File: src/hhlp_pkg.sv
// ----------------------------------------------------------------------------
// hhlp_pkg
// Shared types and constants for the HTTP header line parser: parser state
// codes, event codes, character codes and default widths.
// ----------------------------------------------------------------------------
package hhlp_pkg;

  localparam int POS_BITS_DEF = 16;
  localparam int FIELD_W      = 16;
  localparam int COUNT_W      = 8;
  localparam int ADDR_W       = 3;
  localparam int DATA_W       = 32;

  typedef enum logic [3:0] {
    ST_START       = 4'd0,
    ST_KEY_START   = 4'd1,
    ST_KEY         = 4'd2,
    ST_COLON       = 4'd3,
    ST_SPACE       = 4'd4,
    ST_VALUE_START = 4'd5,
    ST_VALUE       = 4'd6,
    ST_LINE_CR     = 4'd7,
    ST_END_CR      = 4'd8,
    ST_FINISHED    = 4'd9,
    ST_FAILED      = 4'd10
  } hhlp_state_t;

  typedef enum logic [1:0] {
    EV_LINE  = 2'd0,
    EV_END   = 2'd1,
    EV_ERROR = 2'd2
  } hhlp_event_t;

  localparam logic [7:0] CH_CR    = 8'h0D;
  localparam logic [7:0] CH_LF    = 8'h0A;
  localparam logic [7:0] CH_COLON = 8'h3A;
  localparam logic [7:0] CH_DASH  = 8'h2D;
  localparam logic [7:0] CH_SPACE = 8'h20;

  localparam logic [ADDR_W-3:0] REG_BASE_OFFSET = '0;

  function automatic logic is_letter(input logic [7:0] c);
    return ((c >= 8'h41) && (c <= 8'h5A)) || ((c >= 8'h61) && (c <= 8'h7A));
  endfunction

  function automatic logic [FIELD_W-1:0] sat_inc16(input logic [FIELD_W-1:0] v);
    return (v == {FIELD_W{1'b1}}) ? v : v + FIELD_W'(1);
  endfunction

endpackage

File: src/http_header_line_parser.sv
// ----------------------------------------------------------------------------
// http_header_line_parser
// Byte-serial parser for an HTTP header block: reports each completed
// "Key: value" line, the end of the block and the first syntax error.
// ----------------------------------------------------------------------------
// Usage:
//   Input channel (in_valid/in_ready): one header byte per transaction, with
//   in_last_byte marking the final byte of the block. After that byte the
//   parser returns to its start state and the position restarts at base_offset.
//   Result channel (out_valid/out_ready): at most one result per byte: a
//   completed line (key/value offsets and lengths), end of headers, or a
//   syntax error. After end or error, bytes are dropped until the last byte.
//   Config (APB, paddr 0): base_offset, the position of the first byte.
// Latency: a result appears in the cycle after its byte is accepted.
// Throughput: one byte per cycle while in_ready is high; a held result that is
//   not taken stalls the input.
// Reset: synchronous, active low; state, counters and base_offset clear.
// Stall: a held result keeps out_* stable; in_ready stays high as long as the
//   result register is empty or is taken in the same cycle.
// ----------------------------------------------------------------------------
module http_header_line_parser #(
  parameter int POSITION_BITS = hhlp_pkg::POS_BITS_DEF
) (
  input  logic                         clk,
  input  logic                         rst_n,
  input  logic                         in_valid,
  output logic                         in_ready,
  input  logic [7:0]                   in_data_byte,
  input  logic                         in_last_byte,
  output logic                         out_valid,
  input  logic                         out_ready,
  output logic [1:0]                   out_event_kind,
  output logic [hhlp_pkg::FIELD_W-1:0] out_key_offset,
  output logic [hhlp_pkg::FIELD_W-1:0] out_key_length,
  output logic [hhlp_pkg::FIELD_W-1:0] out_value_offset,
  output logic [hhlp_pkg::FIELD_W-1:0] out_value_length,
  output logic [hhlp_pkg::COUNT_W-1:0] out_header_count,
  input  logic                         psel,
  input  logic                         penable,
  input  logic                         pwrite,
  input  logic [hhlp_pkg::ADDR_W-1:0]  paddr,
  input  logic [hhlp_pkg::DATA_W-1:0]  pwdata,
  output logic [hhlp_pkg::DATA_W-1:0]  prdata,
  output logic                         pready
);
  import hhlp_pkg::*;

  localparam int P = POSITION_BITS;

  hhlp_state_t        state_r, state_nxt;
  logic [P-1:0]       bpos_r, bpos_nxt;
  logic [P-1:0]       kstart_r, kstart_nxt;
  logic [P-1:0]       vstart_r, vstart_nxt;
  logic [FIELD_W-1:0] klen_r, klen_nxt;
  logic [FIELD_W-1:0] vlen_r, vlen_nxt;
  logic [COUNT_W-1:0] lines_r, lines_nxt;
  logic [FIELD_W-1:0] base_r;

  logic               ov_r;
  hhlp_event_t        ev_r, ev_nxt;
  logic [FIELD_W-1:0] ko_r, ko_nxt, kl_r, kl_nxt, vo_r, vo_nxt, vl_r, vl_nxt;
  logic [COUNT_W-1:0] hc_r, hc_nxt;

  logic               accept, emit, reg_sel, cfg_wr;
  logic [P-1:0]       pos;
  logic [7:0]         c;

  assign accept  = in_valid && in_ready;
  assign in_ready = !ov_r || out_ready;
  assign c       = in_data_byte;
  assign pos     = P'(32'(base_r) + 32'(bpos_r));

  assign reg_sel = (paddr[ADDR_W-1:2] == REG_BASE_OFFSET);
  assign cfg_wr  = psel && penable && pwrite && pready;
  assign pready  = 1'b1;
  assign prdata  = reg_sel ? DATA_W'(base_r) : '0;

  // Next parser state
  always_comb begin
    state_nxt = ST_FAILED;
    unique case (state_r)
      ST_START: begin
        if (c == CH_SPACE || c == CH_COLON) state_nxt = ST_START;
        else if (c == CH_CR) state_nxt = ST_END_CR;
        else if (c == CH_LF) state_nxt = ST_FINISHED;
        else if (is_letter(c)) state_nxt = ST_KEY_START;
      end
      ST_KEY_START, ST_KEY: begin
        if (c == CH_COLON) state_nxt = ST_COLON;
        else if (is_letter(c) || c == CH_DASH) state_nxt = ST_KEY;
      end
      ST_COLON: begin
        if (c == CH_SPACE) state_nxt = ST_SPACE;
      end
      ST_SPACE: begin
        if (c == CH_SPACE) state_nxt = ST_SPACE;
        else if (c != CH_CR && c != CH_LF) state_nxt = ST_VALUE_START;
      end
      ST_VALUE_START, ST_VALUE, ST_LINE_CR: begin
        if (c == CH_CR) state_nxt = ST_LINE_CR;
        else if (c == CH_LF) state_nxt = ST_START;
        else if (state_r != ST_LINE_CR) state_nxt = ST_VALUE;
      end
      ST_END_CR: begin
        if (c == CH_CR) state_nxt = ST_END_CR;
        else if (c == CH_LF) state_nxt = ST_FINISHED;
      end
      ST_FINISHED: state_nxt = ST_FINISHED;
      default:     state_nxt = ST_FAILED;
    endcase
  end

  // Datapath and result
  always_comb begin
    logic line_done;
    line_done  = 1'b0;
    kstart_nxt = kstart_r;
    klen_nxt   = klen_r;
    vstart_nxt = vstart_r;
    vlen_nxt   = vlen_r;
    lines_nxt  = lines_r;
    bpos_nxt   = bpos_r + P'(1);
    emit       = 1'b0;
    ev_nxt     = EV_LINE;
    ko_nxt     = '0;
    kl_nxt     = '0;
    vo_nxt     = '0;
    vl_nxt     = '0;

    case (state_r)
      ST_START: begin
        if (state_nxt == ST_KEY_START) begin
          kstart_nxt = pos;
          klen_nxt   = FIELD_W'(1);
        end
      end
      ST_KEY_START, ST_KEY: begin
        if (state_nxt == ST_KEY) klen_nxt = sat_inc16(klen_r);
      end
      ST_SPACE: begin
        if (state_nxt == ST_VALUE_START) begin
          vstart_nxt = pos;
          vlen_nxt   = FIELD_W'(1);
        end
      end
      ST_VALUE_START, ST_VALUE, ST_LINE_CR: begin
        if (state_nxt == ST_VALUE) vlen_nxt = sat_inc16(vlen_r);
        else if (state_nxt == ST_START) line_done = 1'b1;
      end
      default: ;
    endcase

    if (line_done) begin
      if (lines_r != {COUNT_W{1'b1}}) lines_nxt = lines_r + COUNT_W'(1);
      emit       = 1'b1;
      ev_nxt     = EV_LINE;
      ko_nxt     = FIELD_W'(kstart_r);
      kl_nxt     = klen_r;
      vo_nxt     = FIELD_W'(32'(vstart_r));
      vl_nxt     = vlen_r;
      kstart_nxt = '0;
      klen_nxt   = '0;
      vstart_nxt = '0;
      vlen_nxt   = '0;
    end

    if (state_r <= ST_END_CR) begin
      if (state_nxt == ST_FINISHED) begin
        emit   = 1'b1;
        ev_nxt = EV_END;
      end else if (state_nxt == ST_FAILED) begin
        emit   = 1'b1;
        ev_nxt = EV_ERROR;
      end
    end
    hc_nxt = lines_nxt;

    if (in_last_byte) begin
      bpos_nxt   = '0;
      kstart_nxt = '0;
      klen_nxt   = '0;
      vstart_nxt = '0;
      vlen_nxt   = '0;
      lines_nxt  = '0;
    end
  end

  always_ff @(posedge clk) begin
    if (!rst_n) begin
      state_r  <= ST_START;
      bpos_r   <= '0;
      kstart_r <= '0;
      klen_r   <= '0;
      vstart_r <= '0;
      vlen_r   <= '0;
      lines_r  <= '0;
      base_r   <= '0;
      ov_r     <= 1'b0;
    end else begin
      if (cfg_wr && reg_sel) base_r <= pwdata[FIELD_W-1:0];
      if (accept) begin
        state_r  <= in_last_byte ? ST_START : state_nxt;
        bpos_r   <= bpos_nxt;
        kstart_r <= kstart_nxt;
        klen_r   <= klen_nxt;
        vstart_r <= vstart_nxt;
        vlen_r   <= vlen_nxt;
        lines_r  <= lines_nxt;
        ov_r     <= emit;
      end else if (out_ready) begin
        ov_r <= 1'b0;
      end
    end
  end

  always_ff @(posedge clk) begin
    if (accept && emit) begin
      ev_r <= ev_nxt;
      ko_r <= ko_nxt;
      kl_r <= kl_nxt;
      vo_r <= vo_nxt;
      vl_r <= vl_nxt;
      hc_r <= hc_nxt;
    end
  end

  assign out_valid        = ov_r;
  assign out_event_kind   = ev_r;
  assign out_key_offset   = ko_r;
  assign out_key_length   = kl_r;
  assign out_value_offset = vo_r;
  assign out_value_length = vl_r;
  assign out_header_count = hc_r;

  a_ready_when_empty: assert property (@(posedge clk) disable iff (!rst_n)
    !in_ready |-> ov_r)
    else $error("input stalled with empty result register");

  a_line_fields: assert property (@(posedge clk) disable iff (!rst_n)
    (ov_r && ev_r == EV_LINE) |-> (kl_r != '0 && vl_r != '0 && hc_r != '0))
    else $error("line result with empty key, value or count");

  a_last_resets: assert property (@(posedge clk) disable iff (!rst_n)
    (accept && in_last_byte) |=> (state_r == ST_START && bpos_r == '0 && lines_r == '0))
    else $error("parser not restarted after last byte");

  a_no_result_when_done: assert property (@(posedge clk) disable iff (!rst_n)
    (accept && (state_r == ST_FINISHED || state_r == ST_FAILED)) |=> !ov_r)
    else $error("result produced after end or error");

endmodule
File: config.mk
export PLATFORM = sky130hd
export DESIGN_NAME = http_header_line_parser
export DESIGN_NICKNAME = d
export VERILOG_FILES = /design/src/hhlp_pkg.sv /design/src/http_header_line_parser.sv
export SDC_FILE = /design/constraint.sdc
export NUM_CORES = 1
export LEC_CHECK = 0
export ABC_AREA = 1
export BUFFER_PORTS_ARGS = -buffer_cell sky130_fd_sc_hd__buf_2
export CORE_MARGIN = 2
export CORE_UTILIZATION = 30
export DETAILED_ROUTE_END_ITERATION = 16
export PLACE_DENSITY_LB_ADDON = 0.3
export SYNTH_ARGS = -nofsm -noshare
export SYNTH_HDL_FRONTEND = slang
export SYNTH_SLANG_ARGS = --single-unit
File: constraint.sdc
create_clock -name clk -period 7.8 [get_ports clk]
set_input_delay 0.39 -clock clk [delete_from_list [all_inputs] [get_ports clk]]
set_output_delay 0.39 -clock clk [all_outputs]
set_load 0.1 [all_outputs]
==> results of run 1 <==
[worst max-delay path, cell delays in order, from the launching register on]
cell,delay (ns)
dfxtp_1,0.40
inv_1,0.09
nand2_1,0.13
inv_1,0.09
nand2_1,0.09
inv_1,0.06
nand2_1,0.06
nand4_1,0.27
nor2_4,0.29
nand3_4,0.71
nand3_1,0.29
nand2_1,0.13
inv_2,0.45
buf_4,0.61
[power breakdown]
| group | internal, mW | switching (mW) | total [mW] | leakage, nW |
|---|---|---|---|---|
| Combinational | 0.0779 | 0.429 | 0.507 | 2.63 |
| Sequential | 1.06 | 0.0281 | 1.09 | 1.63 |
| Clock | 0.441 | 0.456 | 0.897 | 0.302 |
| Total | 1.58 | 0.913 | 2.49 | 4.57 |
[flip-flops by register name, summed over array words and instances, names as in the netlist]
signal / cells
base_r: 16
bpos_r: 16
klen_r: 16
kstart_r: 16
out_key_length: 16
out_key_offset: 16
out_value_length: 16
out_value_offset: 16
vlen_r: 16
vstart_r: 16
lines_r: 8
out_header_count: 8
state_r: 4
out_event_kind: 2
out_valid: 1
[how the worst max path moves through the flow]
stage,startpoint,slack (ns),end
after global placement,in_data_byte[6],3.46,out_value_offset[5]$_SDFFCE_PN0P_
after CTS,state_r[3]$_SDFFE_PN0P_,3.55,out_value_length[10]$_SDFFCE_PN0P_
after floorplan,out_valid$_SDFFE_PN0P_,4.27,out_event_kind[0]$_SDFFCE_PP0P_
final,state_r[3]$_SDFFE_PN0P_,3.67,out_key_offset[0]$_SDFFCE_PN0P_
after global routing,state_r[3]$_SDFFE_PN0P_,3.23,out_value_length[12]$_SDFFCE_PN0P_
after detailed placement,in_data_byte[6],3.38,out_key_offset[0]$_SDFFCE_PN0P_
[stage by stage]
| step | util | cells | total power, mW | setup WS, ns | instance area [um^2] |
|---|---|---|---|---|---|
| 2_1_floorplan | - | 1235 | 1.54 | 4.27 | 9420 |
| 3_3_place_gp | 0.333 | 1704 | 1.62 | 3.46 | 10200 |
| 3_5_place_dp | 0.333 | 1704 | 1.62 | 3.38 | 10200 |
| 4_1_cts | 0.354 | 1736 | 2.52 | 3.55 | 10900 |
| 5_1_grt | 0.354 | 1736 | 2.59 | 3.23 | 10900 |
| 6_report | 0.354 | 1736 | 2.49 | 3.67 | 10900 |
[per-layer routing]
layer,vias to the layer above,track usage,part of all wire
met5,-,0,0
met4,0,0.0400,0.011
met3,17,0.0263,0.033
met2,142,0.219,0.45
met1,3466,0.193,0.51
li1,4068,-,-
[placed cells by master, fill, tap and decap left out, types with 8 or more instances in the layout]
master,instances
ha_1,19
inv_1,155
clkbuf_16,17
o21ai_0,46
conb_1,17
nor3_1,22
nand2_2,13
dfxtp_1,109
a21oi_1,82
clkinv_8,8
nand2_1,221
buf_2,124
o21ai_1,13
nand4_1,22
nor2_1,256
xor2_1,22
nand3_1,43
edfxtp_1,74
[logic make-up after synthesis]
kind of cell / Yosys count / synth area share
AND/OR/NAND/NOR: 610 / 0.281
flip-flops: 183 / 0.471
adder cells (fa/ha/maj): 20 / 0.0275
buffers and inverters: 219 / 0.102
other: 2 / 0.000802
XOR/XNOR: 28 / 0.0270
AO/OA/AOI/OAI: 158 / 0.0910
[final cells by class]
type / count / area (um^2)
clock buffer: 17 / 425
clock inverter: 15 / 201
fill: 3241 / 19800
inverter: 165 / 622
multi-input combinational: 833 / 4060
sequential: 183 / 4400
tap: 396 / 495
timing repair buffer: 127 / 643
==> out/results.ini, run 1 <==
[power_and_ir_drop]
powerDensity_nw_per_um2 = 229
vdd.ir_drop.worst_mv = 0.144
power.leakage_nw = 4.57

[cts]
cts.repair.resized = 0
cts_hold_buf = 0
root_buffer = clkbuf_16
cts_tree = done
insertion_delay_ns = 0.46
cts_max_level = 4
clock_path_buffers = 2
clock_sinks = 183
numCtsBuffers = 17
clk_pin_slew_ns = 0.09
cts_setup_buffers = 0

[place]
hpwl_um = 16200
numPortBuffers = 124
place_congestion = 0.841

[routing]
vias_per_cell = 4.43
routed_wl_um = 22300
first_pass_iters = 5
vias = 7693
drt_iter0_drc = 589
ant_nets = 0
drc = 0
routedWlPerCell_um = 12.8

[logic_synthesis]
synth_commonest_cells = nor2_1 (256), nand2_1 (221), inv_1 (156)
syn_inst = 1220
yosysSeqAreaShare = 0.471
yosysTopAreaCellShare = 0.237
synth_area_um2 = 9360
synth_warnings = 0
ys_ff_latch = 183
async_flop_share = 0
synth_cell_types = 49
synth_edf_count = 74
syn_avg_cell_area_um2 = 7.67
ys.flop_type = dfxtp_1
synth_most_common_cell = nor2_1
synth_area_leaders = edfxtp_1 (24%), dfxtp_1 (23%), nor2_1 (10%), nand2_1 (8.9%), inv_1 (6.3%)
synth_top_area_cell = edfxtp_1

[min_path]
min_from = pwdata[0]
hold_class = primary input to flip-flop
hold_depth = 3
min_to = base_r[0]$_SDFFE_PN0P_

[timing]
grt_setup_unrepaired = no
skew_ns = 0.0171
tns_ns = 0
slew_headroom = 0.339
fin_crit_sh = 0.529
setup_viol = 0
whs_ns = 0.210
tightest_slew_ns = 0.988
max_freq_mhz = 242
hold_viol = 0
timing.final.crit_period_ns = 4.13
drv_slew = 0

[setup_path]
cp_data_arrival_time_ns = 4.21
crit_fanout = 75
reg2reg_depth = 13
rrSetupSlack_ns = 3.67
cp.required_ns = 7.88
endpoint_kind = flip-flop
critPathKind = flip-flop to flip-flop
cp-start-kind = flip-flop
r2r_start = state_r[3]$_SDFFE_PN0P_
r2r-end = out_key_offset[0]$_SDFFCE_PN0P_

[floorplan]
die_x_um = 181
start_util = 0.305
die_area_um2 = 32600
chipHeight_um = 181
rows = 64
io_pins = 160
core_um2 = 30700

[global_route]
grt_max_degree = 76
antenna_found_initial = 0
grt_pass1_vias = 7330
grt_first_pass_wirelength_um = 37000
globalRoute.totalOverflow = 0
globalRouteTotalUtil = 0.139

[layout]
n_antenna_cell = 0
area_growth_pct = 16.0
drive_gt1_frac = 0.152
final_nets = 1398

[job]
maxCapViolCount = 0

[outcome]
status = finished clean

(Power assumes the default switching activity.)
==> inputs of run 2 (changes only) <==
--- a/config.mk
+++ b/config.mk
@@ -5,7 +5,7 @@
 export SDC_FILE = /design/constraint.sdc
 export NUM_CORES = 1
 export LEC_CHECK = 0
-export ABC_AREA = 1
+export ABC_AREA = 0
 export BUFFER_PORTS_ARGS = -buffer_cell sky130_fd_sc_hd__buf_2
 export CORE_MARGIN = 2
 export CORE_UTILIZATION = 30
==> constraint.sdc (replaced) <==
create_clock -name clk -period 3.9 [get_ports clk]
set_input_delay 0.195 -clock clk [delete_from_list [all_inputs] [get_ports clk]]
set_output_delay 0.195 -clock clk [all_outputs]
set_load 0.1 [all_outputs]
==> out/results.ini, run 2 <==
[logic_synthesis]
syn_inst = 962
synth_commonest_cells = nand2_1 (121), dfxtp_1 (109), a21oi_1 (83)
yosysSeqAreaShare = 0.492
synth_most_common_cell = nand2_1
synth_area_leaders = edfxtp_1 (25%), dfxtp_1 (24%), nand2_1 (5.1%), and2_1 (4.8%), a21oi_1 (4.6%)
yosysTopAreaCellShare = 0.248
async_flop_share = 0
synth_area_um2 = 8950
ys.flop_type = dfxtp_1
synth_top_area_cell = edfxtp_1
syn_avg_cell_area_um2 = 9.30
synth_warnings = 0
synth_edf_count = 74
ys_ff_latch = 183
synth_cell_types = 72

[floorplan]
rows = 63
die_area_um2 = 31200
chipHeight_um = 177
die_x_um = 177
io_pins = 160
start_util = 0.304
core_um2 = 29500

[setup_path]
cp-start-kind = flip-flop
cp_cell_sequence = nor2_1, nand2_1, o22ai_1, a211o_1, or3_4, a221o_1, or4_1, a211oi_1
worst_path_max_delay_cell = a221o_1
crit_fanout = 21
worst_path_largest_cell_delay_ns = 0.60
r2r_start = state_r[3]$_SDFFE_PN0P_
critPathKind = flip-flop to flip-flop
reg2reg_depth = 8
endpoint_kind = flip-flop
critPathTopFamily = simple AND/OR/NAND/NOR gates
cp.required_ns = 4.24
cp_data_arrival_time_ns = 3.61
rrSetupSlack_ns = 0.64
r2r-end = vlen_r[9]$_SDFFE_PN0P_
crit_buf_inv = 0

[routing]
wl_met3_um = 957
vias_per_cell = 4.86
vias = 7253
first_pass_iters = 4
wl_met2_um = 10000
drc = 0
drt_iter0_drc = 428
ant_nets = 0
routed_wl_um = 22100
routedWlPerCell_um = 14.8
top_layer = met4
wirelength_met1_um = 10900

[timing]
max_freq_mhz = 306
slew_headroom = 0.474
setup_viol = 0
hold_viol = 0
skew_ns = 0.0130
drv_slew = 0
timing.final.crit_period_ns = 3.26
tns_ns = 0
tightest_slew_ns = 0.789
fin_crit_sh = 0.837
grt_setup_unrepaired = no

[cts]
cts_max_level = 4
numCtsBuffers = 17
clock_sinks = 183
root_buffer = clkbuf_16
clock_path_buffers = 2
cts_setup_buffers = 0
insertion_delay_ns = 0.43
clk_pin_slew_ns = 0.07
cts_tree = done

[place]
numPortBuffers = 124
hpwl_um = 15600
place_congestion = 0.828
dp_cells = 1444

[global_route]
globalRouteTotalUtil = 0.142
grt_max_degree = 60
globalRoute.totalOverflow = 0
antenna_found_initial = 0
grt_first_pass_wirelength_um = 35500
grt_pass1_vias = 6804

[power_and_ir_drop]
total_power_mw = 4.74
vdd.ir_drop.worst_mv = 0.300
power.leakage_nw = 4.13
powerDensity_nw_per_um2 = 443

[layout]
final_cells = 1491
final_nets = 1158
final_cell_mix = buf_2 (124), nand2_1 (121), dfxtp_1 (109)
nFillCells = 3043
area_growth_pct = 19.7
ff_latch_area_um2 = 4400
multi_input_area_um2 = 4260
drive_gt1_frac = 0.175
layout_commonest_cell = buf_2

[outcome]
status = finished clean

[min_path]
hold_depth = 3
min_to = base_r[3]$_SDFFE_PN0P_
min_from = pwdata[3]
hold_class = primary input to flip-flop

[job]
maxCapViolCount = 0

==> run 2: worst max path at each step <==
stage | from | endpoint | slack (ns) | depth (start not counted)
after floorplan | state_r[3]$_SDFFE_PN0P_ | out_event_kind[0]$_SDFFCE_PP0P_ | 0.22 | 9
after global placement | in_data_byte[2] | vlen_r[7]$_SDFFE_PN0P_ | 0.51 | 9
after detailed placement | in_data_byte[2] | vlen_r[9]$_SDFFE_PN0P_ | 0.47 | 9
after CTS | state_r[3]$_SDFFE_PN0P_ | vlen_r[9]$_SDFFE_PN0P_ | 0.67 | 8
after global routing | state_r[3]$_SDFFE_PN0P_ | vlen_r[9]$_SDFFE_PN0P_ | 0.40 | 8
final | state_r[3]$_SDFFE_PN0P_ | vlen_r[9]$_SDFFE_PN0P_ | 0.64 | 8
==> run 2: cells by family after synthesis <==
family                   after synthesis  synth area share
multiplexers                           5           0.00601
XOR/XNOR                              31            0.0303
adder cells (fa/ha/maj)               20            0.0288
AO/OA/AOI/OAI                        213             0.151
AND/OR/NAND/NOR                      431             0.251
flip-flops                           183             0.492
buffers and inverters                 77            0.0396
other                                  2          0.000839
==> run 2: per-layer routing <==
metal  global-route usage  vias to the layer above
met5                    0                        -
met4               0.0382                        0
met3               0.0316                       19
li1                     -                     3687
met1                0.197                     3401
met2                0.222                      146
==> run 2: repair_timing <==
item	4_1_cts	5_1_grt
endpoints found under the hold margin	13	1
hold buffers	13	1
resized for setup	0	0
setup endpoints to repair	0	0
==> run 2: worst reg2reg max path: stages, from the launching register on <==
cell and delay (ns):
dfxtp_1 0.52, nor2_1 0.16, nand2_1 0.21, o22ai_1 0.13, a211o_1 0.33, or3_4 0.43
a221o_1 0.60, or4_1 0.57, a211oi_1 0.23
==> run 2: layout make-up <==
cell class | count | share of cell area
multi-input cells | 717 | 0.398
clock buffers | 22 | 0.0475
diodes | 1 | 0.000234
flip-flops and latches | 183 | 0.411
inverters | 12 | 0.00420
well taps | 390 | 0.0455
clock inverters | 10 | 0.00747
repair buffers | 156 | 0.0860
==> run 2: per-stage QoR <==
step | setup WS [ns] | area (um^2) | hold WS [ns] | util
after floorplan | 0.224 | 9010 | 0.331 | -
after global placement | 0.505 | 9980 | 0.439 | 0.339
after detailed placement | 0.467 | 9980 | 0.441 | 0.339
after CTS | 0.666 | 10700 | 0.00140 | 0.363
after global routing | 0.396 | 10700 | 0.00550 | 0.363
final | 0.637 | 10700 | 0.0150 | 0.363
==> run 2: power breakdown <==
| group | switching [mW] | internal, mW |
|---|---|---|
| sequential | 0.0302 | 2.08 |
| combinational | 0.781 | 0.137 |
| clock | 0.772 | 0.946 |
